### config.mk
export PLATFORM = sky130hd
export DESIGN_NAME = bqhp_hist
export DESIGN_NICKNAME = d
export VERILOG_FILES = /design/src/sv/bqhp_pkg.sv /design/src/sv/bqhp_hist.sv
export SDC_FILE = /design/constraint.sdc
export NUM_CORES = 1
export LEC_CHECK = 0
export BUFFER_PORTS_ARGS = -buffer_cell sky130_fd_sc_hd__buf_2
export CORE_ASPECT_RATIO = 1.4
export CORE_MARGIN = 3
export CORE_UTILIZATION = 61
export DETAILED_ROUTE_END_ITERATION = 8
export GPL_ROUTABILITY_DRIVEN = 0
export HOLD_SLACK_MARGIN = 0.1
export PLACE_DENSITY = 0.93
export REMOVE_ABC_BUFFERS = 1
export SLEW_MARGIN = 20
export SYNTH_ARGS = -nofsm -noshare
export SYNTH_HDL_FRONTEND = slang
export SYNTH_SLANG_ARGS = --single-unit
export TNS_END_PERCENT = 20
### constraint.sdc
create_clock -name clk -period 3.2 [get_ports clk]
set_clock_uncertainty 0.2 [all_clocks]
set_input_delay 0.32 -clock clk [delete_from_list [all_inputs] [get_ports clk]]
set_output_delay 0.32 -clock clk [all_outputs]
set_load 0.01 [all_outputs]
### src/sv/bqhp_pkg.sv
// Package for the biquad high-pass filter unit: widths, register codes,
// request/result structs and coefficient set type. No dependencies.
`timescale 1ns / 1ps

package bqhp_pkg;

    localparam int CHANNELS_DEF = 2;
    localparam int SAMPLE_W     = 24;
    localparam int COEF_W       = 32;
    localparam int COEF_FRAC    = 29;
    localparam int PROD_W       = COEF_W + SAMPLE_W;   // one coefficient times one sample
    localparam int ACC_W        = PROD_W + 3;          // five products summed
    localparam int CFG_IDX_W    = 3;

    // configuration register indexes
    localparam logic [CFG_IDX_W-1:0] REG_COEF_B0 = 3'd0;
    localparam logic [CFG_IDX_W-1:0] REG_COEF_B1 = 3'd1;
    localparam logic [CFG_IDX_W-1:0] REG_COEF_B2 = 3'd2;
    localparam logic [CFG_IDX_W-1:0] REG_COEF_A1 = 3'd3;
    localparam logic [CFG_IDX_W-1:0] REG_COEF_A2 = 3'd4;

    // 1.0 in Q2.29
    localparam logic signed [COEF_W-1:0] COEF_ONE = COEF_W'(1) <<< COEF_FRAC;

    typedef struct packed {
        logic                       chan;
        logic signed [SAMPLE_W-1:0] sample_in;
        logic                       restart;
    } item_t;

    typedef struct packed {
        logic                       chan_out;
        logic signed [SAMPLE_W-1:0] sample_out;
    } result_t;

    typedef struct packed {
        logic signed [COEF_W-1:0] b0;
        logic signed [COEF_W-1:0] b1;
        logic signed [COEF_W-1:0] b2;
        logic signed [COEF_W-1:0] a1;
        logic signed [COEF_W-1:0] a2;
    } coef_set_t;

    // one channel's history: last two inputs, last two outputs
    typedef struct packed {
        logic signed [SAMPLE_W-1:0] in1;
        logic signed [SAMPLE_W-1:0] in2;
        logic signed [SAMPLE_W-1:0] out1;
        logic signed [SAMPLE_W-1:0] out2;
    } hist_t;

    localparam coef_set_t COEF_RESET = '{
        b0: COEF_ONE,
        b1: '0,
        b2: '0,
        a1: '0,
        a2: '0
    };

endpackage

### src/sv/bqhp_hist.sv
// Per-channel filter history (x1, x2, y1, y2) in flip-flops.
// Depends on bqhp_pkg.
`timescale 1ns / 1ps

module bqhp_hist
    import bqhp_pkg::*;
#(
    parameter int CHANNELS = CHANNELS_DEF
)
(
    input  logic                       clk,
    input  logic                       rst_n,
    input  logic                       chan,
    input  logic                       restart,
    input  logic                       upd,
    input  logic signed [SAMPLE_W-1:0] x,
    input  logic signed [SAMPLE_W-1:0] y,
    output hist_t                      hist
);

    localparam int CH_W = (CHANNELS > 1) ? $clog2(CHANNELS) : 1;

    hist_t           hist_reg [CHANNELS];
    logic [CH_W-1:0] ch_idx;

    // chan folds onto the channel count
    assign ch_idx = (CHANNELS == 1) ? '0 : CH_W'(chan);

    // restart makes the channel look freshly cleared for this sample
    assign hist = restart ? '0 : hist_reg[ch_idx];

    always_ff @(posedge clk or negedge rst_n)
    begin
        if (!rst_n)
        begin
            for (int i = 0; i < CHANNELS; i++)
            begin
                hist_reg[i] <= '0;
            end
        end
        else if (upd)
        begin
            hist_reg[ch_idx] <= '{
                in1:  x,
                in2:  hist.in1,
                out1: y,
                out2: hist.out1
            };
        end
    end

endmodule

==> run metrics, run 1 <==
post-synthesis register bit count=192; number of design-rule violations left by the first detailed-router iteration=263; static leakage=5.58 nW; Synth warnings=0; Die Ht=153 um; clock-pin slew reported for the worst setup and hold paths after clock tree synthesis=roughly 0.07 ns; worst endpoint data arrival time=1.72 ns; clock buffers created by TritonCTS=17; number of antenna violations at the first check in global routing=0; Avg Inst Size Synth=12.9 um2; actual slew at the worst max-slew pin=0.620 ns; Finished Core Util=0.766; pin count of the biggest net entering global routing=82; cell type contributing the most total cell area after synthesis=sky130_fd_sc_hd__dfrtp_1; total area of multi-input combinational cells=4260 um2; dpl cell area=about 10000 um2; Peak supply drop=0.344 mV; number of max-cap violations=0; routed via count=6087; Routed Wire Length=19.5 mm; antenna viol nets, final=0; standard-cell rows=between 50 and 60; overall die width=111 um; Cell Count, Final, Fillers Out=around 1100; number of distinct library cell variants in the gate-level netlist after synthesis=13; Via density=5.52; Seq. cell area=4800 um2; status=complete, no violations; Final setup violation count=0; class of the most critical hold timing path=in2reg; Clock Sink Count=roughly 190; area of the die=~17000 um2; area delta synth->final=21.0%; initial standard-cell utilization of the core=0.634; leading post-synthesis cells by cell area=sky130_fd_sc_hd__dfrtp_1 (51%), sky130_fd_sc_hd__mux2_2 (18%), sky130_fd_sc_hd__mux2i_1 (10%); via count of the first global-routing pass=6734; summed negative setup slack over all endpoints=0 ns; setup repair after global routing missed its margin=false; clock tree from TritonCTS=built; headroom to the max-slew limit=0.587; deepest clock path buffer count=2; total power per unit cell area=574 nW/um2; post-layout instance area=11300 um2; number of standard cells after synthesis=around 730; number of top-level pins=149; port bufs=148; Tot Pwr=~6.5 mW; final worst hold slack=0.247 ns; DRC Markers=0; dominant cell type by count on the critical path=sky130_fd_sc_hd__buf_4; fill count=860; layout cells sized above 1=0.419; clock latency of the later-clocked register in the worst-skew pair=0.42 ns; worst endpoint required time=between 2 and 3 ns; # placed instances=1021; largest fanout of any net on the critical path=27; first-pass detailed-route iteration total=4; time the worst path needs with I/O delays and setup=2.24 ns; synthesized cell area=approximately 9400 um2; final max-slew violation count=0; min setup slack post-route=0.963 ns; Overflow after GRT=0; average wire per cell in the routed design=17.7 um; number of antenna repair diodes=0; nature of the critical path startpoint=input port; DPL Wire Length=roughly 12 mm; maximum clock frequency=447 MHz; Post-CTS Setup Repair Bufs=0; GRT Resource Usage Total=0.239; CP max stage delay=0.52 ns; wire length of the first global-routing pass=about 33 mm; crit path max-delay cell type=sky130_fd_sc_hd__buf_4; critical path endpoint category=primary output; number of levels the H-tree was split into=4; flip-flop count of the largest register after layout=192; Yosys top cell area share=0.513; core area=14800 um2; CTS Root Cell=sky130_fd_sc_hd__clkbuf_16; Setup Slack @ Placement=1.01 ns; sequence of cells on the critical path=buf_4 > buf_4 > mux2i_1 > nor2_1 > buf_2; number of nets in the layout=between 900 and 1000; Final Hold Vio Count=0; worst setup path class=in2out; portion of the clock cycle consumed by the worst path in the final layout=0.699; proportion of synthesized chip area in sequential cells=0.513
-- worst max-delay path: cells and delay by family --
kind | cells | cell delay (ns)
and+or+nand+nor | 1 | 0.08
buffers and inverters | 3 | 1.02
muxes | 1 | 0.27
-- cell families after synthesis --
logic type,count (synthesis),synth area share
buffers and inverters,53,0.0322
DFF,192,0.513
muxes,288,0.350
and+or+nand+nor,194,0.105
-- power breakdown --
group / internal [mW] / total, mW / switching [mW]
clock: 1.22 / 2.15 / 0.936
combinational: 0.725 / 1.28 / 0.557
sequential: 2.81 / 3.06 / 0.250
total: 4.75 / 6.49 / 1.74
-- cell usage after synthesis, drive strengths merged --
cell type,instances
and2b,4
buf,44
clkbuf,9
dfrtp,192
mux2,192
mux2i,96
nand2,1
nor2,96
nor2b,93
-- layout make-up --
class,instances,area share
clock inverters,12,0.0130
repair buffers,207,0.124
clock buffers,20,0.0403
multi-input cells,482,0.377
well taps,189,0.0209
flip-flops and latches,192,0.424
-- per-layer routing --
layer  vias up  GRT usage  share of wire  wire length, um
met3        43     0.0393          0.027              528
met2       140      0.433           0.55            10700
met1      3086      0.283           0.39             7680
li1       2818          -              -                -
met4         0     0.0933          0.029              571
met5         -          0              0                0
-- cells in the final DEF (no fill, tap or decap), types with 7 or more instances in the layout --
master / n
sky130_fd_sc_hd__clkbuf_16: 17
sky130_fd_sc_hd__mux2_2: 152
sky130_fd_sc_hd__buf_2: 145
sky130_fd_sc_hd__dlygate4sd3_1: 49
sky130_fd_sc_hd__dfrtp_1: 192
sky130_fd_sc_hd__nor2_1: 96
sky130_fd_sc_hd__mux2_4: 40
sky130_fd_sc_hd__buf_12: 7
sky130_fd_sc_hd__nor2b_1: 92
sky130_fd_sc_hd__mux2i_1: 96
-- worst paths after layout --
kind	endpoint	startpoint	depth (start not counted)	slack, ns
worst max register to register	hist_reg[156]$_DFFE_PN0P_	hist_reg[180]$_DFFE_PN0P_	2	2.05
worst max-delay path	hist[75]	chan	5	0.96
worst min-delay path	hist_reg[2]$_DFFE_PN0P_	restart	3	0.25
max in group asynchronous	hist_reg[52]$_DFFE_PN0P_	rst_n	3	1.74
min in group asynchronous	hist_reg[178]$_DFFE_PN0P_	rst_n	2	0.26
worst min register to register	hist_reg[158]$_DFFE_PN0P_	hist_reg[158]$_DFFE_PN0P_	1	0.31
-- timing repair --
action / CTS / global route
endpoints found under the hold margin: 162 / 0
resized for setup: 0 / 0
hold buffers: 49 / 0
Note: power is estimated with default switching activity, not from simulation.
==> run 2: changes to the inputs <==
--- a/config.mk
+++ b/config.mk
@@ -5,14 +5,15 @@
 export SDC_FILE = /design/constraint.sdc
 export NUM_CORES = 1
 export LEC_CHECK = 0
+export ABC_AREA = 1
 export BUFFER_PORTS_ARGS = -buffer_cell sky130_fd_sc_hd__buf_2
 export CORE_ASPECT_RATIO = 1.4
 export CORE_MARGIN = 3
-export CORE_UTILIZATION = 61
+export CORE_UTILIZATION = 56
 export DETAILED_ROUTE_END_ITERATION = 8
 export GPL_ROUTABILITY_DRIVEN = 0
 export HOLD_SLACK_MARGIN = 0.1
-export PLACE_DENSITY = 0.93
+export PLACE_DENSITY = 0.87
 export REMOVE_ABC_BUFFERS = 1
 export SLEW_MARGIN = 20
 export SYNTH_ARGS = -nofsm -noshare
==> constraint.sdc (replaced) <==
create_clock -name clk -period 2.1 [get_ports clk]
set_clock_uncertainty 0.2 [all_clocks]
set_input_delay 0.21 -clock clk [delete_from_list [all_inputs] [get_ports clk]]
set_output_delay 0.21 -clock clk [all_outputs]
set_load 0.01 [all_outputs]
==> run metrics, run 2 <==
status=complete, no violations; number of stages on the worst hold path=6; R2R depth=4; total area of multi-input combinational cells=3450 um2; synthesized cell area=8870 um2; deepest clock path buffer count=2; flip-flop count of the largest register after layout=192; total power per unit cell area=866 nW/um2; Yosys top cell area share=0.542; routed via count=a little over 8000; clock-pin slew reported for the worst setup and hold paths after clock tree synthesis=0.07 ns; average wire per cell in the routed design=15.5 um; end point of the most critical hold path=hist_reg[5]$_DFFE_PN0P_; Die Ht=155 um; number of nets in the layout=about 1400; number of distinct library cell variants in the gate-level netlist after synthesis=16; DRC Markers=0; # placed instances=1427; initial standard-cell utilization of the core=0.581; hold path startpoint=chan; critical register-to-register path startpoint=hist_reg[91]$_DFFE_PN0P_; Synth warnings=0; worst endpoint required time=between 1.5 and 2 ns; CTS Root Cell=sky130_fd_sc_hd__clkbuf_16; leading post-synthesis cells by cell area=sky130_fd_sc_hd__dfrtp_1 (54%), sky130_fd_sc_hd__nand2_1 (18%), sky130_fd_sc_hd__o21ai_0 (7.5%); top cells by instance count after synthesis=sky130_fd_sc_hd__nand2_1 (432), sky130_fd_sc_hd__dfrtp_1 (192), sky130_fd_sc_hd__o21ai_0 (132); wire length of the first global-routing pass=39.8 mm; Post-synth EDFFs=0; summed negative setup slack over all endpoints=0 ns; worst setup path class=in2out; leading cell type in the layout, fill and taps excluded=sky130_fd_sc_hd__nand2_1; core area=15300 um2; critical path endpoint category=primary output; Cell Count, Final, Fillers Out=1510; number of top-level pins=149; number of levels the H-tree was split into=4; number of design-rule violations left by the first detailed-router iteration=778; maximum clock frequency=552 MHz; Final setup violation count=0; pin count of the biggest net entering global routing=119; standard-cell rows=53; FF-to-FF End=hist_reg[163]$_DFFE_PN0P_; crit path max-delay cell type=sky130_fd_sc_hd__buf_4; proportion of synthesized chip area in sequential cells=0.542; nature of the critical path startpoint=input port; final max-slew violation count=0; GRT Resource Usage Total=0.278; fill count=1163; Peak supply drop=0.498 mV; Post-CTS Setup Repair Bufs=0; DPL Wire Length=~14 mm; Most used DFF post-synth=sky130_fd_sc_hd__dfrtp_1; ys async rst share=1.00; dominant cell type by count on the critical path=sky130_fd_sc_hd__buf_4; largest fanout of any net on the critical path=22; Overflow after GRT=0; count of cells resized by post-cts repair=0; clock buffers created by TritonCTS=17; post-synthesis register bit count=between 150 and 200; sequence of cells on the critical path=buf_4 > inv_4 > buf_4 > nand2_1 > a21oi_1 > buf_2; Avg Inst Size Synth=7.76 um2; worst endpoint data arrival time=1.40 ns; area of the die=17400 um2; post-layout instance area=10900 um2; Routed Wire Length=23.4 mm; number of max-cap violations=0; area delta synth->final=23.3%; port bufs=148; portion of the clock cycle consumed by the worst path in the final layout=0.862; setup repair after global routing missed its margin=false; CP max stage delay=0.33 ns; Seq. cell area=about 4800 um2; number of antenna violations at the first check in global routing=1; library cell with the highest instance count after synthesis=sky130_fd_sc_hd__nand2_1; Via density=5.48; top library cells by usage in the layout, fill and taps aside=sky130_fd_sc_hd__nand2_1 (432), sky130_fd_sc_hd__dfrtp_1 (192), sky130_fd_sc_hd__buf_2 (146); via count of the first global-routing pass=roughly 8500; setup slack of the worst register-to-register path=1.01 ns; number of standard cells after synthesis=1143; antenna viol nets, final=0; class of the most critical hold timing path=in2reg; headroom to the max-slew limit=0.639; overall die width=112 um; cell type contributing the most total cell area after synthesis=sky130_fd_sc_hd__dfrtp_1; first-pass detailed-route iteration total=5; clock latency of the later-clocked register in the worst-skew pair=0.43 ns; layout cells sized above 1=0.160; clock tree from TritonCTS=built; actual slew at the worst max-slew pin=0.541 ns; Final Hold Vio Count=0; dpl cell area=9780 um2; static leakage=6.06 nW; Clock Sink Count=around 190; time the worst path needs with I/O delays and setup=1.81 ns
[run 2: where the power goes]
group | total (mW) | internal [mW] | switching, mW
logic | 1.54 | 0.580 | 0.958
clock network | 3.55 | 2.09 | 1.46
registers | 4.38 | 4.14 | 0.242
total | 9.47 | 6.81 | 2.66
[run 2: layout make-up]
cell class | count | area share
well taps | 192 | 0.0220
diodes | 1 | 0.000229
inverters | 52 | 0.0183
repair buffers | 223 | 0.145
flip-flops and latches | 192 | 0.439
clock inverters | 13 | 0.0180
clock buffers | 19 | 0.0414
multi-input cells | 818 | 0.315
[run 2: worst max path at each step]
| stage | start | endpoint | slack [ns] | cells after the start |
|---|---|---|---|---|
| finish | chan | hist[47] | 0.29 | 6 |
| floorplan | chan | hist_reg[100]$_DFFE_PN0P_ | -0.42 | 5 |
| global route | chan | hist[47] | 0.24 | 6 |
| global placement | chan | hist[87] | 0.35 | 6 |
| detailed placement | chan | hist[37] | 0.33 | 6 |
| CTS | chan | hist[37] | 0.32 | 6 |
[run 2: routing by layer]
| layer | GRT usage | wire (um) |
|---|---|---|
| met2 | 0.471 | 12000 |
| met3 | 0.0451 | 1370 |
| met4 | 0.139 | 981 |
| met5 | 0 | 0 |
| met1 | 0.345 | 9110 |
[run 2: cell families (layout without fill, tap and decap cells)]
kind of cell	after synthesis	after routing	synth area share
compound gates	192	192	0.108
buf+inv	133	307	0.0694
flops	192	192	0.542
other cells	0	1	0
simple gates	626	626	0.280
[run 2: what timing repair did]
item | in CTS | in global routing
endpoints found under the hold margin | 296 | 0
endpoints found under the setup margin | 0 | 0
hold buffers | 50 | 0
[run 2: critical path: cells and delay by family]
family	cells	cell delay [ns]
AOI/OAI and AO/OA	1	0.21
buffers and inverters	4	0.84
and+or+nand+nor	1	0.13
[run 2: through the flow]
step	worst slack [ns]	hold WS [ns]	power (mW)	utilization
detailed placement	0.326	0.0414	5.88	0.641
global route	0.235	0.157	9.94	0.717
global placement	0.348	0.0316	5.82	0.641
floorplan	-0.417	-0.286	5.22	-
finish	0.290	0.119	9.47	0.717
CTS	0.317	0.108	9.49	0.717
==> run 3: changes to the inputs <==
--- a/config.mk
+++ b/config.mk
@@ -6,14 +6,14 @@
 export NUM_CORES = 1
 export LEC_CHECK = 0
 export ABC_AREA = 1
-export BUFFER_PORTS_ARGS = -buffer_cell sky130_fd_sc_hd__buf_2
 export CORE_ASPECT_RATIO = 1.4
 export CORE_MARGIN = 3
-export CORE_UTILIZATION = 56
+export CORE_UTILIZATION = 60
 export DETAILED_ROUTE_END_ITERATION = 8
+export DONT_BUFFER_PORTS = 1
 export GPL_ROUTABILITY_DRIVEN = 0
 export HOLD_SLACK_MARGIN = 0.1
-export PLACE_DENSITY = 0.87
+export PLACE_DENSITY = 0.84
 export REMOVE_ABC_BUFFERS = 1
 export SLEW_MARGIN = 20
 export SYNTH_ARGS = -nofsm -noshare
==> run metrics, run 3 (synthesized netlist as in run 2, its figures left out) <==
clock-pin slew reported for the worst setup and hold paths after clock tree synthesis=~0.070 ns; status=finished with violations; violations in the final reports=negative hold slack, negative setup slack; clock tree from TritonCTS=built; class of the most critical hold timing path=in2async; Finished Core Util=0.746; nature of the critical path startpoint=input port; DRC Markers=0; clock buffers created by TritonCTS=17; Worst path top cell family by delay=buffers and inverters; number of antenna violations at the first check in global routing=0; overall die width=109 um; number of design-rule violations left by the first detailed-router iteration=slightly above 600; initial standard-cell utilization of the core=0.626; Tot Pwr=roughly 9 mW; pin count of the biggest net entering global routing=193; port bufs=0; area delta synth->final=19.2%; deepest clock path buffer count=2; maximum clock frequency=466 MHz; Post-CTS Setup Repair Bufs=0; first-pass detailed-route iteration total=5; largest fanout of any net on the critical path=66; wire length of the first global-routing pass=slightly below 40 mm; routed via count=8061; number of nets in the layout=between 1000 and 1500; worst endpoint data arrival time=1.74 ns; GRT Resource Usage Total=0.309; Peak supply drop=between 0.4 and 0.5 mV; critical path endpoint category=primary output; CTS Root Cell=sky130_fd_sc_hd__clkbuf_16; setup repair after global routing missed its margin=true; core area=14200 um2; standard-cell rows=around 50; sequence of cells on the critical path=buf_12 > dlygate4sd3_1 > nand2_1 > a21oi_1; DPL Wire Length=11.8 mm; via count of the first global-routing pass=7986; Via density=5.77; final max-slew violation count=0; clock latency of the later-clocked register in the worst-skew pair=0.43 ns; Overflow after GRT=0; Routed Wire Length=24.1 mm; Final Hold Vio Count=192; flip-flop count of the largest register after layout=192; final worst hold slack=-0.725 ns; Clock Sink Count=approximately 190; worst endpoint required time=1.69 ns; average wire per cell in the routed design=17.2 um; Final setup violation count=4; number of antenna repair diodes=0; top library cells by usage in the layout, fill and taps aside=sky130_fd_sc_hd__nand2_1 (430), sky130_fd_sc_hd__dfrtp_1 (192), sky130_fd_sc_hd__o21ai_0 (132); critical path buffer and inverter count=2; min setup slack post-route=-0.0472 ns; Die Ht=150 um; number of max-cap violations=0; number of levels the H-tree was split into=4; portion of the clock cycle consumed by the worst path in the final layout=1.02; crit path max-delay cell type=sky130_fd_sc_hd__dlygate4sd3_1; antenna viol nets, final=0; worst setup path class=in2out; number of top-level pins=149; time the worst path needs with I/O delays and setup=about 2.1 ns; headroom to the max-slew limit=0.354; total power per unit cell area=856 nW/um2; layout cells sized above 1=0.0478; static leakage=about 5.5 nW; actual slew at the worst max-slew pin=0.968 ns; CP max stage delay=just over 0.8 ns; leading cell type in the layout, fill and taps excluded=sky130_fd_sc_hd__nand2_1; area of the die=16300 um2; post-cts hold buffer count=between 100 and 150
run 3: cell type report:
class / instances / area (um2)
clock buffers: 18 / 439
clock inverters: 14 / 170
fillers: 1029 / 3590
inverters: 52 / 200
multi-input cells: 818 / 3450
flip-flops and latches: 192 / 4800
well taps: 185 / 231
repair buffers: 119 / 1270
run 3: routing by layer:
| layer | part of all wire | track usage | up-vias |
|---|---|---|---|
| met1 | 0.37 | 0.380 | 3825 |
| met4 | 0.044 | 0.176 | 0 |
| met3 | 0.084 | 0.0855 | 91 |
| li1 | - | - | 3748 |
| met2 | 0.50 | 0.488 | 397 |
| met5 | 0 | 0 | - |
run 3: report_power, final:
group / switching [mW] / internal [mW] / total, mW
Combinational: 0.839 / 0.525 / 1.36
Clock: 1.48 / 1.83 / 3.31
Sequential: 0.236 / 4.14 / 4.37
Total: 2.56 / 6.49 / 9.05
run 3: through the flow:
| step | cells | area [um2] | setup slack (ns) | setup TNS, ns |
|---|---|---|---|---|
| final | 1398 | 10600 | -0.0472 | -0.0806 |
| after global routing | 1398 | 10600 | -0.0625 | -0.175 |
| after CTS | 1398 | 10600 | 0.00412 | 0 |
| after detailed placement | 1264 | 8910 | 0.397 | 0 |
| after global placement | 1264 | 8910 | 0.433 | 0 |
| after floorplan | 1062 | 8450 | -0.417 | -20.00 |
run 3: path summary, 6_finish.rpt:
kind / startpoint / slack (ns) / cells past startpoint / endpoint
hold reg to reg: hist_reg[104]$_DFFE_PN0P_ / 0.28 / 2 / hist_reg[104]$_DFFE_PN0P_
setup reg to reg: hist_reg[81]$_DFFE_PN0P_ / 0.02 / 6 / hist_reg[153]$_DFFE_PN0P_
hold / removal: rst_n / -0.72 / 0 / hist_reg[140]$_DFFE_PN0P_
setup / recovery: chan / -0.05 / 4 / hist[35]
max in group asynchronous: rst_n / 2.19 / 0 / hist_reg[18]$_DFFE_PN0P_
min in group clk: chan / 0.09 / 5 / hist_reg[48]$_DFFE_PN0P_
run 3: timing repair:
| item | CTS | global route |
|---|---|---|
| hold endpoints to repair | 384 | 192 |
| gates resized for setup | 0 | 8 |
| endpoints found under the setup margin | 0 | 21 |
run 3: worst reg2reg max path, delay by kind of cell, from the launching register on:
kind | cells | cell delay [ns]
and+or+nand+nor | 4 | 0.27
DFF | 1 | 0.39
buffers and inverters | 2 | 1.10
